**config.mk**
```make
export PLATFORM = sky130hd
export DESIGN_NAME = sas_ctrl
export DESIGN_NICKNAME = d
export VERILOG_FILES = /design/src/hw/rtl/sas_pkg.sv /design/src/hw/rtl/sas_ctrl.sv
export SDC_FILE = /design/constraint.sdc
export NUM_CORES = 1
export LEC_CHECK = 0
export ABC_AREA = 1
export BUFFER_PORTS_ARGS = -buffer_cell sky130_fd_sc_hd__buf_2
export CAP_MARGIN = 25
export CORE_MARGIN = 4
export CORE_UTILIZATION = 30
export DETAILED_ROUTE_END_ITERATION = 16
export PLACE_DENSITY = 0.51
export SYNTH_ARGS = -nofsm -noshare
export SYNTH_HDL_FRONTEND = slang
export SYNTH_SLANG_ARGS = --single-unit
```
**constraint.sdc**
```tcl
create_clock -name i_clk -period 1.3 [get_ports i_clk]
set_clock_uncertainty 0.15 [all_clocks]
set_input_delay 0.26 -clock i_clk [delete_from_list [all_inputs] [get_ports i_clk]]
set_output_delay 0.26 -clock i_clk [all_outputs]
set_load 0.1 [all_outputs]
```
**src/hw/rtl/sas_pkg.sv**
```systemverilog
package sas_pkg;

    // Table sizes and field widths of the sequencer.
    localparam int FRAMES          = 128;
    localparam int ANIMATIONS      = 16;
    localparam int FRAME_W         = $clog2(FRAMES);
    localparam int ANIM_W          = $clog2(ANIMATIONS);
    localparam int TEXEL_W         = 12;
    localparam int COORD_BITS      = 12;
    localparam int PERIOD_W        = 16;
    localparam int DELTA_W         = 16;
    localparam int INV_W           = 29;
    localparam int ACC_W           = 17;
    localparam int COORD_W         = 17;
    localparam int MODE_W          = 2;
    localparam int FUNC_W          = 2;
    localparam int PROD_W          = TEXEL_W + INV_W;
    localparam int FRAME_WORD_W    = 4 * TEXEL_W;
    localparam int ANIM_WORD_W     = 2 * FRAME_W + MODE_W;
    localparam int MAX_ADVANCE_DEF = 8;

    // Stream and configuration port widths.
    localparam int IN_TDATA_W  = 96;
    localparam int OUT_TDATA_W = 80;
    localparam int CFG_ADDR_W  = 2;
    localparam int CFG_DATA_W  = INV_W;

    // Reset values and limits.
    localparam logic [PERIOD_W-1:0] PERIOD_RESET = 16'd100;
    localparam logic [INV_W-1:0]    INV_RESET    = 29'd65536;
    localparam logic [COORD_W-1:0]  COORD_ONE    = 17'd65536;
    localparam logic [ACC_W-1:0]    ACC_MAX      = 17'h1FFFF;

    // Item kinds carried in the slave-side tuser.
    localparam logic [FUNC_W-1:0] FUNC_TICK   = 2'd0;
    localparam logic [FUNC_W-1:0] FUNC_WFRAME = 2'd1;
    localparam logic [FUNC_W-1:0] FUNC_WANIM  = 2'd2;
    localparam logic [FUNC_W-1:0] FUNC_START  = 2'd3;

    // Animation play modes.
    localparam logic [MODE_W-1:0] MODE_STOP = 2'd0;
    localparam logic [MODE_W-1:0] MODE_ONCE = 2'd1;
    localparam logic [MODE_W-1:0] MODE_LOOP = 2'd2;

    // Configuration register indexes.
    localparam logic [CFG_ADDR_W-1:0] CFG_PERIOD  = 2'd0;
    localparam logic [CFG_ADDR_W-1:0] CFG_INV_W   = 2'd1;
    localparam logic [CFG_ADDR_W-1:0] CFG_INV_H   = 2'd2;
    localparam logic [CFG_ADDR_W-1:0] CFG_PLAYING = 2'd3;

    // Commands from the controller to the datapath.
    typedef struct packed {
        logic latch_delta;
        logic wr_frame;
        logic wr_anim;
        logic rd_anim;
        logic load_anim;
        logic acc_add;
        logic advance;
        logic mul;
        logic emit;
        logic last;
    } t_cmd;

    // Status from the datapath to the controller.
    typedef struct packed {
        logic acc_ge;
        logic out_free;
    } t_sts;

endpackage

```
**src/hw/rtl/sas_ctrl.sv**
```systemverilog
module sas_ctrl #(
    parameter int MAX_ADVANCE = sas_pkg::MAX_ADVANCE_DEF
) (
    input  logic                       i_clk,
    input  logic                       i_rst_n,
    input  logic                       i_s_tvalid,
    input  logic [sas_pkg::FUNC_W-1:0] i_s_func,
    output logic                       o_s_tready,
    input  sas_pkg::t_sts              i_sts,
    output sas_pkg::t_cmd              o_cmd
);

    localparam int CNT_W = $clog2(MAX_ADVANCE + 1);
    localparam logic [CNT_W-1:0] CNT_LAST = CNT_W'(MAX_ADVANCE - 1);

    localparam logic [2:0] S_IDLE  = 3'd0;
    localparam logic [2:0] S_START = 3'd1;
    localparam logic [2:0] S_ACC   = 3'd2;
    localparam logic [2:0] S_CHK   = 3'd3;
    localparam logic [2:0] S_ADV   = 3'd4;
    localparam logic [2:0] S_MUL   = 3'd5;
    localparam logic [2:0] S_EMIT  = 3'd6;

    logic [2:0]       r_state;
    logic [2:0]       n_state;
    logic [CNT_W-1:0] r_cnt;
    logic [CNT_W-1:0] n_cnt;
    logic             w_last;

    assign o_s_tready = (r_state == S_IDLE);
    assign w_last     = (r_cnt == CNT_LAST) || !i_sts.acc_ge;

    // Next state and command decode.
    always_comb begin
        n_state = r_state;
        n_cnt   = r_cnt;
        o_cmd   = '0;
        unique case (r_state)
            S_IDLE: begin
                n_cnt = '0;
                if (i_s_tvalid) begin
                    unique case (i_s_func)
                        sas_pkg::FUNC_TICK: begin
                            o_cmd.latch_delta = 1'b1;
                            n_state           = S_ACC;
                        end
                        sas_pkg::FUNC_WFRAME: begin
                            o_cmd.wr_frame = 1'b1;
                        end
                        sas_pkg::FUNC_WANIM: begin
                            o_cmd.wr_anim = 1'b1;
                        end
                        sas_pkg::FUNC_START: begin
                            o_cmd.rd_anim = 1'b1;
                            n_state       = S_START;
                        end
                        default: begin
                            n_state = S_IDLE;
                        end
                    endcase
                end
            end
            S_START: begin
                o_cmd.load_anim = 1'b1;
                n_state         = S_IDLE;
            end
            S_ACC: begin
                o_cmd.acc_add = 1'b1;
                n_state       = S_CHK;
            end
            S_CHK: begin
                n_state = i_sts.acc_ge ? S_ADV : S_IDLE;
            end
            S_ADV: begin
                o_cmd.advance = 1'b1;
                n_state       = S_MUL;
            end
            S_MUL: begin
                o_cmd.mul = 1'b1;
                n_state   = S_EMIT;
            end
            S_EMIT: begin
                if (i_sts.out_free) begin
                    o_cmd.emit = 1'b1;
                    o_cmd.last = w_last;
                    n_cnt      = r_cnt + 1'b1;
                    n_state    = w_last ? S_IDLE : S_ADV;
                end
            end
            default: begin
                n_state = S_IDLE;
            end
        endcase
    end

    // State and advance counter.
    always_ff @(posedge i_clk) begin
        if (!i_rst_n) begin
            r_state <= S_IDLE;
            r_cnt   <= '0;
        end else begin
            r_state <= n_state;
            r_cnt   <= n_cnt;
        end
    end

    // The advance count of one tick never passes the limit.
    a_cnt_bound: assert property (@(posedge i_clk) disable iff (!i_rst_n)
        (r_state == S_ADV) |-> (r_cnt <= CNT_LAST))
        else $error("advance started beyond the per-tick limit");

    // The last permitted advance of a tick always returns to idle.
    a_limit_stop: assert property (@(posedge i_clk) disable iff (!i_rst_n)
        (r_state == S_EMIT && i_sts.out_free && r_cnt == CNT_LAST) |=> (r_state == S_IDLE))
        else $error("tick did not end after its last permitted advance");

endmodule

```
== Word level (Yosys, flattened, before mapping) ==
Index checks and enable logic that the tools add are counted.

* Add/subtract/negate cells: 1
* Eq/ne operators: 13
* Mux-type cells: 20
* Reductions and logical operators: 7

{| class="wikitable"
|+ Operator list
! operator !! number
|-
| $pmux 3 s6 || 1
|-
| $mux 3 || 4
|-
| $mux 4 || 3
|-
| $eq 3x3->1 const B || 3
|-
| $mux 1 || 8
|-
| $pmux 4 s2 || 1
|-
| $eq 3x2->1 const B || 2
|-
| $pmux 3 s2 || 1
|-
| $add 4x1->4 const B || 1
|-
| $eq 2x2->1 const B || 2
|-
| $eq 4x3->1 const B || 1
|-
| $mux 2 || 2
|-
| $ne 2x2->1 const B || 2
|-
| $eq 3x1->1 const B || 1
|-
| $logic_not 3->1 || 1
|-
| $ne 3x1->1 const B || 1
|-
| $reduce_and 3->1 || 1
|-
| $eq 2x1->1 const B || 1
|-
| $logic_not 2->1 || 1
|-
| $reduce_and 2->1 || 1
|-
| $reduce_bool 2->1 || 1
|-
| $logic_not 1->1 || 1
|-
| $logic_or 1x1->1 || 1
|}

* Flip-flop bits (word level): 7
* Bits of input ports: 7
* Word-level logic and storage cells: 43

== Logic depth before layout (Yosys ltp) ==
Gate-level depths: netlist of the first run.

* Depth in word-level cells: 5
* Gate-level depth with buffers: 8

== Least setup slack after synthesis of the first run ==
No wires, ideal clock.

* Kind: register to output
* Start point: reg r_state[1]
* End point: out o_cmd[7] (netlist bit)
* Data arrival time: 3.540 ns
* Setup slack: -2.650 ns
* Stages on the path, launching flop included: 4
* Path buffers: 0
* Cells stage by stage: dfxtp_1 > nor2_2 > nand2_4 > nor4_1

{| class="wikitable"
|+ RTL lines
! element !! RTL line !! text
|-
| start: declaration || sas_ctrl.sv:24 || <nowiki>logic [2:0] r_state;</nowiki>
|-
| start signal: assignment || sas_ctrl.sv:102 || <nowiki>r_state <= n_state;</nowiki>
|-
| end: declaration || sas_ctrl.sv:10 || <nowiki>output sas_pkg::t_cmd o_cmd</nowiki>
|}

==> impl_metrics.ini, run 1 <==
[clocking]
numClockSinks = 7
cts-htree-levels = 1
clk_transition_reported_paths_ns = 0.06
tritoncts_clock_tree = built
postCtsHoldBufs = 0
cts_buffers = 3
cts_root_buf = clkbuf_4
ctsLongestPathBuffers = 2
insertion_delay_ns = 0.26

[sta]
post-route-period-util = 1.32
timing.max_slew.rel_slack = 0.790
timing.final.setup_violations = 18
fin_hold_ws_ns = 0.0995
rsz0062_at_grt = yes
final-max-slew-violation-count = 0
setup_slack_ns = -0.420
worst_slew_pin_slew_ns = 0.313
period_minus_slack_ns = 1.72
fmax_ghz = 0.581
final_hold_viol_count = 0

[synthesis]
syn_area_um2 = 538
synth_simple_gate_area_share = 0.549
synthesis.yosys.warnings = 0
muxShareOfSynthArea = 0
yosys.area_share.xor_xnor = 0
main_combinational_cell_family_by_area_after_synthesis = simple AND/OR/NAND/NOR gates
synthesis.area_per_instance_um2 = 6.56
synth-compound-area-share = 0.0721
synth.ff_latch_count = 7
ys_types = 19
post_synth_inst_count = 82
post_synth_fa_ha_maj_area_fraction = 0.0233
postSynthNetCount = 90
ys_seq_area_frac = 0.260

[outcome]
failing_checks = setup timing
status = finished with violations

[cells_and_area]
area_delta_synth_final_pct = 132
drive_above_1_share = 0.710
finish.net_count = 140
layout_commonest_cell = buf_4
layout_common_cells = buf_4, nand2_1, buf_12
fill_cell_instance_count_of_the_final_layout = 123
antenna_diode_count = 0

[setup_path]
timing.critical_path.cells = nor2_4 -> nand2_4 -> nor4_4 -> buf_12
crit_path_top_delay_cell = dfxtp_2
reg2regPathDepth = 9
critPathBufInv = 1
worstSetupPathType = reg2out
worstPathRequired_ns = 0.89
delay_of_the_slowest_critical_path_stage_ns = 0.33
worst_r2r_endpoint = r_state[1]
worst-endpoint-arrival_ns = 1.31
path_delay_family = simple AND/OR/NAND/NOR gates
crit_path_end_kind = output pin
worstReg2RegStart = r_state[0]
setup.reg_to_reg.worst_slack_ns = -0.08
critical_path_maximum_fanout = 5
worstSetupStartpointType = register

[grt]
antenna_found_initial = 0
grt_start_max_net_pins = 8
track_usage = 0.146
grt_first_pass_wirelength_mm = 2.82
grt_pass1_vias = 726
overflow = 0

[detailed_routing]
detailedRoute.firstIterationViolations = 4
drc = 0
wirelength_mm = 1.75
antenna_violating_nets_post_route = 0
routed-via-count = 709
first_pass_iters = 4
via_per_inst = 4.54
post_drt_wl_per_cell_um = 11.2

[hold_path]
timing.hold.worst.start = i_rst_n
hold_path.class = in2reg
worst_hold_path_cells = 3
hold_end = r_state[1]

[power]
p_leak_nw = 0.522
worst_vdd_rail_ir_drop_mv = 0.786
power_density_nw_per_um2 = 1010

[place]
place_congestion = 0.838
placement.io_buffers = 17
detailed_place_hpwl_mm = 1.40
place_worst_setup_slack_ns = -0.190

[die]
placeableCoreArea_um2 = 1710
floorplan.die_area_um2 = 2540
die_w_um = 50.4
ioPinCount = 18
initial_cell_density_of_the_core = 0.315
std_cell_rows = 15
die_h_um = 50.4

[job]
cap_violations = 0
==> worst max path at each step <==
stage               startpoint       end  depth (start not counted)
floorplan           r_state[0]  o_cmd[7]                          3
global placement    r_state[1]  o_cmd[7]                          4
detailed placement  r_state[1]  o_cmd[7]                          4
CTS                 r_state[1]  o_cmd[9]                          4
global route        r_state[1]  o_cmd[9]                          4
finish              r_state[0]  o_cmd[9]                          4
==> metal layers <==
layer	routed length, µm	vias up	GRT usage
met1	657	324	0.143
met2	944	18	0.272
met3	51	9	0.00890
met5	0	-	0
met4	92	0	0.126
li1	-	358	-
==> report_power, final <==
group | total (W) | leakage [nW] | internal [W] | switching (W)
sequential | 0.000251 | 0.0596 | 0.000233 | 0.0000179
clock | 0.000205 | 0.0150 | 0.000118 | 0.0000878
combinational | 0.000806 | 0.448 | 0.000324 | 0.000483
==> Yosys cell counts <==
cell type | n | area [µm²]
nor3_1 | 1 | 5.00
nand3_2 | 4 | 40.0
nand3_1 | 6 | 30.0
nor2_1 | 14 | 52.6
nand2_2 | 4 | 25.0
inv_1 | 10 | 37.5
nor2_2 | 4 | 25.0
inv_2 | 2 | 7.51
a21oi_1 | 5 | 25.0
o21ai_1 | 1 | 5.00
nand3b_1 | 1 | 7.51
nor4_1 | 2 | 12.5
nand2_4 | 3 | 33.8
dfxtp_1 | 7 | 140
nor2_4 | 1 | 11.3
ha_1 | 1 | 12.5
nand2_1 | 14 | 52.6
inv_4 | 1 | 6.26
a21oi_2 | 1 | 8.76
==> area by class of cell <==
cell class | count | area, µm² | area share
clock buffers | 4 | 26.3 | 0.0211
inverters | 13 | 71.3 | 0.0572
multi-input cells | 62 | 494 | 0.397
flip-flops and latches | 7 | 151 | 0.121
well taps | 25 | 31.3 | 0.0251
repair buffers | 45 | 472 | 0.379
==> cells by family (layout without fill, tap and decap cells) <==
group                      after synthesis  count (layout)
and+or+nand+nor                         54              54
buffers and inverters                   13              62
AOI/OAI and AO/OA                        7               7
DFF                                      7               7
adders and majority gates                1               1
==> worst reg2reg max path, stage by stage (launching register included) <==
cell and delay (ns):
dfxtp_2 0.35, buf_4 0.15, nor2_4 0.05, buf_4 0.15, nand2_2 0.08, nand2_2 0.06
nor2_4 0.14, nand2_2 0.06, nand2_1 0.05, nor2_1 0.04
==> metrics by stage <==
step           power, W  instances  cell area [µm²]  setup TNS, ns  utilization
5_1_grt         0.00131        156             1250          -5.03        0.730
3_3_place_gp   0.000946        148             1110          -1.20        0.648
6_report        0.00126        156             1250          -4.20        0.730
4_1_cts         0.00124        156             1220          -4.35        0.715
3_5_place_dp   0.000956        148             1110          -1.50        0.648
2_1_floorplan  0.000684         82              644          -4.54            -
==> repair_timing <==
item | CTS | global route
setup buffers | 4 | 0
endpoints found under the setup margin | 18 | 18
resized for setup | 13 | 5
pin swaps | 3 | 3
==> registers in the layout (all words and copies together) (netlist names) <==
name and count:
r_cnt 4, r_state 3
Power figures use the tool's default switching activity.
==> run 2, diff against run 1 <==
PLACE_DENSITY = 0.56   (was 0.51)
==> impl_metrics.ini, run 2 (synthesis results as in run 1) <==
[outcome]
status = finished with violations
failing_checks = setup timing

[detailed_routing]
drc = 0
wirelength_mm = 1.83
routed-via-count = 712
via_per_inst = 4.45
detailedRoute.firstIterationViolations = 2
antenna_violating_nets_post_route = 0
post_drt_wl_per_cell_um = 11.4
first_pass_iters = 6

[setup_path]
worstSetupPathType = reg2out
worstPathRequired_ns = 0.89
critical_path_maximum_fanout = 5
worstSetupStartpointType = register
worst-endpoint-arrival_ns = 1.32
crit_path_end_kind = output pin

[die]
initial_cell_density_of_the_core = 0.315
die_w_um = 50.4
placeableCoreArea_um2 = 1710
std_cell_rows = 15
ioPinCount = 18
floorplan.die_area_um2 = 2540
die_h_um = 50.4

[grt]
grt_start_max_net_pins = 8
track_usage = 0.170
overflow = 0
grt_first_pass_wirelength_mm = 3.26
grt_pass1_vias = 742
antenna_found_initial = 0

[cells_and_area]
layout_commonest_cell = buf_4
finish.net_count = 144
largest_register_ff_count = 4
drive_above_1_share = 0.733
layout_common_cells = buf_4, nand2_1, buf_12
layoutNonFillerInstCount = 160
reg_top3 = r_cnt: 4 flops, r_state: 3 flops
fill_cell_instance_count_of_the_final_layout = 116
area_delta_synth_final_pct = 141
design_area_um2 = 1290
max_flop_register = r_cnt
antenna_diode_count = 0

[power]
power_density_nw_per_um2 = 993
p_leak_nw = 0.560
switching_part_of_the_total = 0.463
worst_vdd_rail_ir_drop_mv = 0.958
share_clk_of_total_power = 0.163
sequentialPowerShare = 0.201
power.combinational.fraction = 0.636
cellInternalPower_w = 0.000691
power_dissipated_by_switching_net_loads_w = 0.000595

[sta]
rsz0062_at_grt = yes
fmax_ghz = 0.579
timing.max_slew.rel_slack = 0.821
final_hold_viol_count = 0
setup_slack_ns = -0.426
period_minus_slack_ns = 1.73
worst_slew_pin_slew_ns = 0.266
post-route-period-util = 1.33
final-max-slew-violation-count = 0
timing.final.setup_violations = 18

[clocking]
postCtsHoldBufs = 0
cts_buffers = 3
numClockSinks = 7
cts-htree-levels = 1
tritoncts_clock_tree = built
insertion_delay_ns = 0.26
cts_root_buf = clkbuf_4
ctsLongestPathBuffers = 2
clk_transition_reported_paths_ns = 0.06

[job]
cap_violations = 0

[place]
detailed_place_hpwl_mm = 1.38
placement.io_buffers = 17
placed_cells = 149
place_congestion = 0.791
dpl-instance-area_um2 = 1110

[hold_path]
hold_path.class = in2reg
## run 2: routing by layer
metal | GRT usage | up-vias | share of wire
li1 | - | 368 | -
met1 | 0.173 | 330 | 0.37
met2 | 0.333 | 10 | 0.58
met3 | 0.0208 | 4 | 0.021
met4 | 0.0852 | 0 | 0.032
met5 | 0 | - | 0
## run 2: power by group through the flow
stage,sequential (W),combinational [W],clock (W)
final,0.000258,0.000818,0.000209
after floorplan,0.000264,0.000420,0
after global placement,0.000255,0.000699,0
after global routing,0.000262,0.000871,0.000232
after CTS,0.000258,0.000820,0.000222
after detailed placement,0.000256,0.000707,0
## run 2: timing repair
action	in CTS	in global routing
gates cloned	0	0
gates resized for setup	23	1
pin swaps	7	2
endpoints found under the setup margin	18	18
buffers inserted	7	1
## run 2: stage by stage
step | power, W | TNS (ns) | utilization | setup WS [ns] | hold slack, ns
after detailed placement | 0.000963 | -1.64 | 0.652 | -0.160 | 0.356
after CTS | 0.00130 | -4.77 | 0.755 | -0.446 | 0.0782
after floorplan | 0.000684 | -4.54 | - | -0.795 | 0.221
after global routing | 0.00136 | -5.78 | 0.758 | -0.511 | 0.0843
final | 0.00129 | -4.50 | 0.758 | -0.426 | 0.0852
after global placement | 0.000954 | -1.22 | 0.652 | -0.139 | 0.359
## run 2: final timing paths
| kind | from | to | slack [ns] | depth (start not counted) |
|---|---|---|---|---|
| worst max-delay path | r_state[0] | o_cmd[9] | -0.43 | 4 |
| worst min-delay path | i_rst_n | r_state[1] | 0.09 | 3 |
| worst max register to register | r_state[0] | r_state[2] | -0.21 | 9 |
| worst min register to register | r_cnt[0] | r_cnt[0] | 0.40 | 2 |
## run 2: area by class of cell
| cell class | instances | area (µm²) | area share |
|---|---|---|---|
| flip-flops and latches | 7 | 151 | 0.117 |
| repair buffers | 49 | 509 | 0.393 |
| multi-input cells | 62 | 503 | 0.388 |
| clock buffers | 4 | 26.3 | 0.0203 |
| inverters | 13 | 73.8 | 0.0570 |
| well taps | 25 | 31.3 | 0.0242 |
## run 2: critical path: stages, from the launching register on
cell,delay [ns]
dfxtp_2,0.34
nor2_4,0.13
nand2_4,0.10
nor4_4,0.26
buf_12,0.21
